==> src/design/tlsdf_pkg.sv <==
// ----------------------------------------------------------------------------
// tlsdf_pkg: shared types and constants of the TLS record deframer
// Holds the result kind codes, the header byte positions and the content type range.
// ----------------------------------------------------------------------------
package tlsdf_pkg;

    // Tag that travels with every byte.
    typedef enum logic [1:0] {
        KIND_HEADER  = 2'd0,
        KIND_PAYLOAD = 2'd1,
        KIND_DISCARD = 2'd2
    } kind_t;

    // Position inside the 5-byte record header; IDX_PAYLOAD means payload.
    localparam int unsigned IDX_W = 3;
    typedef logic [IDX_W-1:0] hdr_idx_t;

    localparam hdr_idx_t IDX_TYPE    = 3'd0;
    localparam hdr_idx_t IDX_VER_HI  = 3'd1;
    localparam hdr_idx_t IDX_VER_LO  = 3'd2;
    localparam hdr_idx_t IDX_LEN_HI  = 3'd3;
    localparam hdr_idx_t IDX_LEN_LO  = 3'd4;
    localparam hdr_idx_t IDX_PAYLOAD = 3'd5;

    // Legal content types are 20 through 24.
    localparam logic [7:0] TYPE_MIN = 8'd20;
    localparam logic [7:0] TYPE_MAX = 8'd24;

endpackage

==> src/design/tls_record_deframer.sv <==
// ----------------------------------------------------------------------------
// tls_record_deframer: byte-serial TLS record layer deframer
// Splits a TCP payload byte stream into record headers and payload bytes.
// ----------------------------------------------------------------------------
// Usage:
//   The input channel (in_valid/in_ready) carries one stream byte per transfer
//   together with a restart flag that clears all record state before that
//   byte is handled. The output channel (out_valid/out_ready) returns exactly
//   one result per input byte, in order: the byte, its tag (header, payload or
//   discarded), the fields of the current record, and the last_of_record and
//   type_error flags on the byte that completes a record.
//   Throughput is one byte per cycle while the receiver does not stall. An
//   input transfer reaches its result through the input register, then
//   the deframing logic updates the record state and loads the result
//   register. The record state advances only when a byte moves from the
//   input register into the result register.
//   When the receiver stalls, the result register holds its result and the
//   input register still takes one more byte if empty; after that in_ready drops
//   until the result is taken.
//   Reset empties both registers and clears the record state, so the first
//   byte after reset is treated as header byte 0 of a new record.
//   After a content type error every byte is tagged as discarded until a
//   byte arrives with restart set.
// ----------------------------------------------------------------------------
module tls_record_deframer
(
    input  logic        clk,
    input  logic        rst_n,

    input  logic        in_valid,
    output logic        in_ready,
    input  logic [7:0]  data_byte,
    input  logic        restart,

    output logic        out_valid,
    input  logic        out_ready,
    output logic [1:0]  kind,
    output logic [7:0]  byte_out,
    output logic [7:0]  content_type,
    output logic [15:0] record_version,
    output logic [15:0] record_length,
    output logic        last_of_record,
    output logic        type_error
);

    // Input register stage.
    logic       in_vld_reg;
    logic [7:0] in_byte_reg;
    logic       in_rst_reg;

    // Result register stage.
    logic                out_vld_reg;
    tlsdf_pkg::kind_t    kind_reg;
    logic [7:0]          byte_reg;
    logic [7:0]          type_out_reg;
    logic [15:0]         ver_out_reg;
    logic [15:0]         len_out_reg;
    logic                last_reg;
    logic                terr_reg;

    // Record state.
    tlsdf_pkg::hdr_idx_t idx_reg, idx_next;
    logic [7:0]          type_reg, type_next;
    logic [15:0]         ver_reg, ver_next;
    logic [15:0]         len_reg, len_next;
    logic [15:0]         left_reg, left_next;
    logic                halt_reg, halt_next;

    // Result of the byte now in the input register.
    tlsdf_pkg::kind_t    kind_next;
    logic                last_next;
    logic                terr_next;

    // Record state as seen by this byte, after an optional restart.
    tlsdf_pkg::hdr_idx_t eff_idx;
    logic [7:0]          eff_type;
    logic [15:0]         eff_ver;
    logic [15:0]         eff_len;
    logic [15:0]         eff_left;
    logic                eff_halt;
    logic [15:0]         left_dec;
    logic                done;

    logic advance;

    // The result register frees up when empty or when its result is taken;
    // the input register can then hand its byte over.
    assign advance  = !out_vld_reg || out_ready;
    assign in_ready = !in_vld_reg || advance;

    always_ff @(posedge clk or negedge rst_n)
    begin
        if (!rst_n)
        begin
            in_vld_reg <= 1'b0;
        end
        else if (in_ready)
        begin
            in_vld_reg <= in_valid;
        end
    end

    always_ff @(posedge clk)
    begin
        if (in_valid && in_ready)
        begin
            in_byte_reg <= data_byte;
            in_rst_reg  <= restart;
        end
    end

    // Deframing step for the byte held in the input register.
    always_comb
    begin
        eff_idx  = in_rst_reg ? tlsdf_pkg::IDX_TYPE : idx_reg;
        eff_type = in_rst_reg ? 8'd0  : type_reg;
        eff_ver  = in_rst_reg ? 16'd0 : ver_reg;
        eff_len  = in_rst_reg ? 16'd0 : len_reg;
        eff_left = in_rst_reg ? 16'd0 : left_reg;
        eff_halt = in_rst_reg ? 1'b0  : halt_reg;

        idx_next  = eff_idx;
        type_next = eff_type;
        ver_next  = eff_ver;
        len_next  = eff_len;
        left_next = eff_left;
        halt_next = eff_halt;
        kind_next = tlsdf_pkg::KIND_PAYLOAD;
        last_next = 1'b0;
        terr_next = 1'b0;
        done      = 1'b0;
        left_dec  = (eff_left != 16'd0) ? (eff_left - 16'd1) : 16'd0;

        if (eff_halt)
        begin
            kind_next = tlsdf_pkg::KIND_DISCARD;
        end
        else if (eff_idx < tlsdf_pkg::IDX_PAYLOAD)
        begin
            kind_next = tlsdf_pkg::KIND_HEADER;
            unique case (eff_idx)
                tlsdf_pkg::IDX_TYPE:
                begin
                    type_next = in_byte_reg;
                    ver_next  = 16'd0;
                    len_next  = 16'd0;
                end
                tlsdf_pkg::IDX_VER_HI: ver_next = {in_byte_reg, 8'd0};
                tlsdf_pkg::IDX_VER_LO: ver_next = {eff_ver[15:8], in_byte_reg};
                tlsdf_pkg::IDX_LEN_HI: len_next = {in_byte_reg, 8'd0};
                default:               len_next = {eff_len[15:8], in_byte_reg};
            endcase
            if (eff_idx == tlsdf_pkg::IDX_LEN_LO)
            begin
                left_next = len_next;
                if (len_next == 16'd0)
                begin
                    done = 1'b1;
                end
                else
                begin
                    idx_next = tlsdf_pkg::IDX_PAYLOAD;
                end
            end
            else
            begin
                idx_next = eff_idx + 3'd1;
            end
        end
        else
        begin
            // Index values above the payload code behave as payload.
            left_next = left_dec;
            done      = (left_dec == 16'd0);
        end

        if (done)
        begin
            last_next = 1'b1;
            idx_next  = tlsdf_pkg::IDX_TYPE;
            left_next = 16'd0;
            if (type_next < tlsdf_pkg::TYPE_MIN || type_next > tlsdf_pkg::TYPE_MAX)
            begin
                terr_next = 1'b1;
                halt_next = 1'b1;
            end
        end
    end

    // Record state moves on once per byte, when the byte leaves the input
    // register.
    always_ff @(posedge clk or negedge rst_n)
    begin
        if (!rst_n)
        begin
            idx_reg     <= tlsdf_pkg::IDX_TYPE;
            type_reg    <= 8'd0;
            ver_reg     <= 16'd0;
            len_reg     <= 16'd0;
            left_reg    <= 16'd0;
            halt_reg    <= 1'b0;
            out_vld_reg <= 1'b0;
        end
        else if (advance)
        begin
            out_vld_reg <= in_vld_reg;
            if (in_vld_reg)
            begin
                idx_reg  <= idx_next;
                type_reg <= type_next;
                ver_reg  <= ver_next;
                len_reg  <= len_next;
                left_reg <= left_next;
                halt_reg <= halt_next;
            end
        end
    end

    always_ff @(posedge clk)
    begin
        if (advance && in_vld_reg)
        begin
            kind_reg     <= kind_next;
            byte_reg     <= in_byte_reg;
            type_out_reg <= type_next;
            ver_out_reg  <= ver_next;
            len_out_reg  <= len_next;
            last_reg     <= last_next;
            terr_reg     <= terr_next;
        end
    end

    assign out_valid      = out_vld_reg;
    assign kind           = kind_reg;
    assign byte_out       = byte_reg;
    assign content_type   = type_out_reg;
    assign record_version = ver_out_reg;
    assign record_length  = len_out_reg;
    assign last_of_record = last_reg;
    assign type_error     = terr_reg;

endmodule

==> config.mk <==
export PLATFORM = sky130hd
export DESIGN_NAME = tls_record_deframer
export DESIGN_NICKNAME = d
export VERILOG_FILES = /design/src/design/tlsdf_pkg.sv /design/src/design/tls_record_deframer.sv
export SDC_FILE = /design/constraint.sdc
export NUM_CORES = 1
export LEC_CHECK = 0
export ABC_AREA = 0
export BUFFER_PORTS_ARGS = -buffer_cell sky130_fd_sc_hd__buf_2
export CAP_MARGIN = 20
export CORE_MARGIN = 2
export CORE_UTILIZATION = 43
export DETAILED_ROUTE_END_ITERATION = 7
export PLACE_DENSITY = 0.69
export SYNTH_ARGS = -nofsm -noshare
export SYNTH_HDL_FRONTEND = slang
export SYNTH_SLANG_ARGS = --single-unit
==> constraint.sdc <==
create_clock -name clk -period 3.1 [get_ports clk]
set_input_delay 0.465 -clock clk [delete_from_list [all_inputs] [get_ports clk]]
set_output_delay 0.465 -clock clk [all_outputs]
set_load 0.05 [all_outputs]
==> flow_metrics.env <==
export IMPL_status="finished, final reports clean"
export IMPL_maxCapViolCount=0
export IMPL_fp_dieH_um=120
export IMPL_drc=0
export IMPL_port_buffers=66
export IMPL_synth_cells=525
export IMPL_min_period_ns=2.88
export IMPL_dr_pass1_iters=5
export IMPL_vias_per_cell=5.90
export IMPL_yosys_area_top_type="edfxtp_1"
export IMPL_power_leakage_uw=0.00313
export IMPL_synth_top_area_share_pct=31.6
export IMPL_grt_ovfl_total=0
export IMPL_postLayoutCoreUtil_pct=53.6
export IMPL_rsz0062_at_grt="no"
export IMPL_clock_sinks=123
export IMPL_syn_cell_area_mm2=0.00580
export IMPL_path_cells="or4_1 -> nor4_2 -> xor2_1 -> or4b_1 -> o31ai_2 -> a211oi_1 -> a211o_1"
export IMPL_critPathMaxFanout=7
export IMPL_slew_violations=0
export IMPL_wl_um=16000
export IMPL_synth_enable_flop_cells=61
export IMPL_synth_seq_cells=123
export IMPL_ys_async_sr_fraction_pct=50.4
export IMPL_vias=4681
export IMPL_die_area_mm2=0.0144
export IMPL_reg2regPathDepth=7
export IMPL_stdcell_area_mm2=0.00708
export IMPL_gp_congestion=0.982
export IMPL_crit_slowest_cell="or4_1"
export IMPL_synth_area_per_cell_um2=11.0
export IMPL_drive_gt1_share_pct=25.0
export IMPL_cts_max_path_buffers=2
export IMPL_start_util_pct=44.0
export IMPL_syn2layout_area_growth_pct=22.0
export IMPL_grt_pass1_wl_um=25600
export IMPL_antenna_left=0
export IMPL_first_global_vias=4557
export IMPL_hp_class="in -> async"
export IMPL_max_stage_delay_ns=0.60
export IMPL_dp_cells=762
export IMPL_startpoint_type="register"
export IMPL_clk_pin_slew_ns=0.06
export IMPL_slew_headroom_pct=36.0
export IMPL_clkLatencyLatePin_ns=0.41
export IMPL_ir_drop_uv=457
export IMPL_yosysWarnings=0
export IMPL_wire_per_inst_um=20.2
export IMPL_fill_cells=1140
export IMPL_clockRootBuffer="clkbuf_16"
export IMPL_diodes=0
export IMPL_seq_area_frac_synth_pct=58.3
export IMPL_max_freq_mhz=347
export IMPL_ys_dominant_reg_cell="dfrtp_1"
export IMPL_grt_max_degree=41
export IMPL_finClkSkew_ns=0.00762
export IMPL_hpwlAfterDp_um=10700
export IMPL_cts_buffers=17
export IMPL_ys_top_cells_by_count="nand2_1, dfrtp_1, edfxtp_1"
export IMPL_die_w_um=120
export IMPL_grt_antenna_before_repair=0
export IMPL_worstSetupPathType="reg -> reg"
export IMPL_synth_most_common_cell="nand2_1"
export IMPL_h_tree_depth=4
export IMPL_worst_pin_slew_ns=0.952
export IMPL_pin_count=67
export IMPL_std_cell_rows=42
export IMPL_period_share_pct=93.0
export IMPL_fin_cells=793
export IMPL_placed_cell_area_mm2=0.00646
export IMPL_synth_distinct_cells=61
export IMPL_synth_area_leaders="edfxtp_1, dfrtp_1, a22o_1"
export IMPL_setup_viol=0
export IMPL_synth_nets=542
export IMPL_multi_input_area_mm2=0.00222
export IMPL_nets=622
export IMPL_cp_arrival_ns=3.18
export IMPL_drt_iter0_drc=581
export IMPL_end_kind="register"
export IMPL_cts_tree="built"
export IMPL_regArea_mm2=0.00338
export IMPL_required_ns=3.39
export IMPL_hold_viol=0
export IMPL_grt_usage_pct=23.4
export IMPL_power_density_mw_per_mm2=1010
export IMPL_core_area_mm2=0.0132
-- timing repair --
| action | CTS | global route |
|---|---|---|
| hold buffers | 0 | 0 |
| resized for setup | 0 | 2 |
| setup buffers | 0 | 0 |
| setup endpoints to repair | 0 | 1 |
-- worst max-delay path: cells and delay by family (launching register included) --
family / cells / cell delay [ns]
AND/OR/NAND/NOR: 3 / 1.36
AO/OA/AOI/OAI: 3 / 0.81
flip-flops: 1 / 0.46
XOR/XNOR: 1 / 0.13
-- stage by stage --
stage / worst slack, ns / total power [uW] / hold slack [ns] / TNS (ns)
after global placement: 0.259 / 5070 / 0.456 / 0
final: 0.218 / 7150 / 0.146 / 0
after CTS: 0.226 / 7130 / 0.166 / 0
after global routing: 0.0492 / 7520 / 0.189 / 0
after detailed placement: 0.245 / 5090 / 0.463 / 0
after floorplan: -0.0341 / 4300 / 0.169 / -0.0341
-- area by class of cell --
type / instances / area share (%)
repair buffers: 102 / 8.66
multi-input cells: 352 / 31.4
well taps: 176 / 3.11
clock inverters: 13 / 2.37
flip-flops and latches: 123 / 47.8
inverters: 9 / 0.477
clock buffers: 18 / 6.21
-- report_power, final --
| part | switching (uW) | internal [uW] | leakage (uW) | total (uW) |
|---|---|---|---|---|
| clock | 732 | 1280 | 0.000281 | 2020 |
| combinational | 1670 | 1030 | 0.00142 | 2700 |
| sequential | 317 | 2110 | 0.00142 | 2430 |
| total | 2720 | 4430 | 0.00313 | 7150 |
-- cell usage in the layout, fill, tap and decap left out, types with 3 or more instances in the layout --
cell,synthesis,final
nand2_1,97,97
buf_2,4,66
dfrtp_1,62,62
edfxtp_1,61,61
a22o_1,59,59
buf_4,0,35
o21ai_0,23,23
nor2_1,22,22
clkbuf_16,0,17
a21oi_1,15,15
nand2b_1,12,12
nor3_1,11,11
nor4_1,9,9
inv_1,9,8
and3_1,8,8
nand3_1,7,7
a31o_2,6,6
xnor2_1,6,6
a31oi_1,5,5
clkinvlp_4,0,5
nor2b_1,4,4
and2_1,4,4
o21ai_1,3,3
mux2i_1,3,3
nor4_4,3,3
or4_1,3,3
a221oi_1,3,3
a22oi_1,3,3
ha_1,4,3
bufinv_16,0,3
-- metal layers --
layer | wire length [um] | share of wire, % | up-vias | track usage (%)
met5 | 0 | 0 | - | 0
met4 | 260 | 1.6 | 0 | 6.99
met3 | 1150 | 7.2 | 34 | 5.47
met2 | 7520 | 47 | 222 | 36.1
met1 | 7050 | 44 | 2300 | 32.9
li1 | - | - | 2125 | -
-- final timing paths --
path,from,endpoint,slack [ns]
worst max-delay path,left_reg[0]$_DFFE_PN0P_,idx_reg[1]$_DFFE_PN0P_,0.22
worst min-delay path,rst_n,left_reg[12]$_DFFE_PN0P_,0.15
worst max register to register,left_reg[0]$_DFFE_PN0P_,idx_reg[1]$_DFFE_PN0P_,0.22
worst min register to register,ver_reg[5]$_DFFE_PN0P_,ver_reg[5]$_DFFE_PN0P_,0.48
max in group asynchronous,rst_n,ver_reg[11]$_DFFE_PN0P_,2.30
min in group clk,data_byte[7],in_byte_reg[7]$_DFFE_PP_,0.23
-- logic make-up after synthesis --
kind of cell / synth area share (%)
AOI/OAI and AO/OA: 19.0
buffers and inverters: 3.58
muxes: 0.518
DFF: 58.3
adders and majority gates: 0.863
xor gates and xnor gates: 1.21
and+or+nand+nor: 16.5
Note: power is estimated with default switching activity, not from simulation.
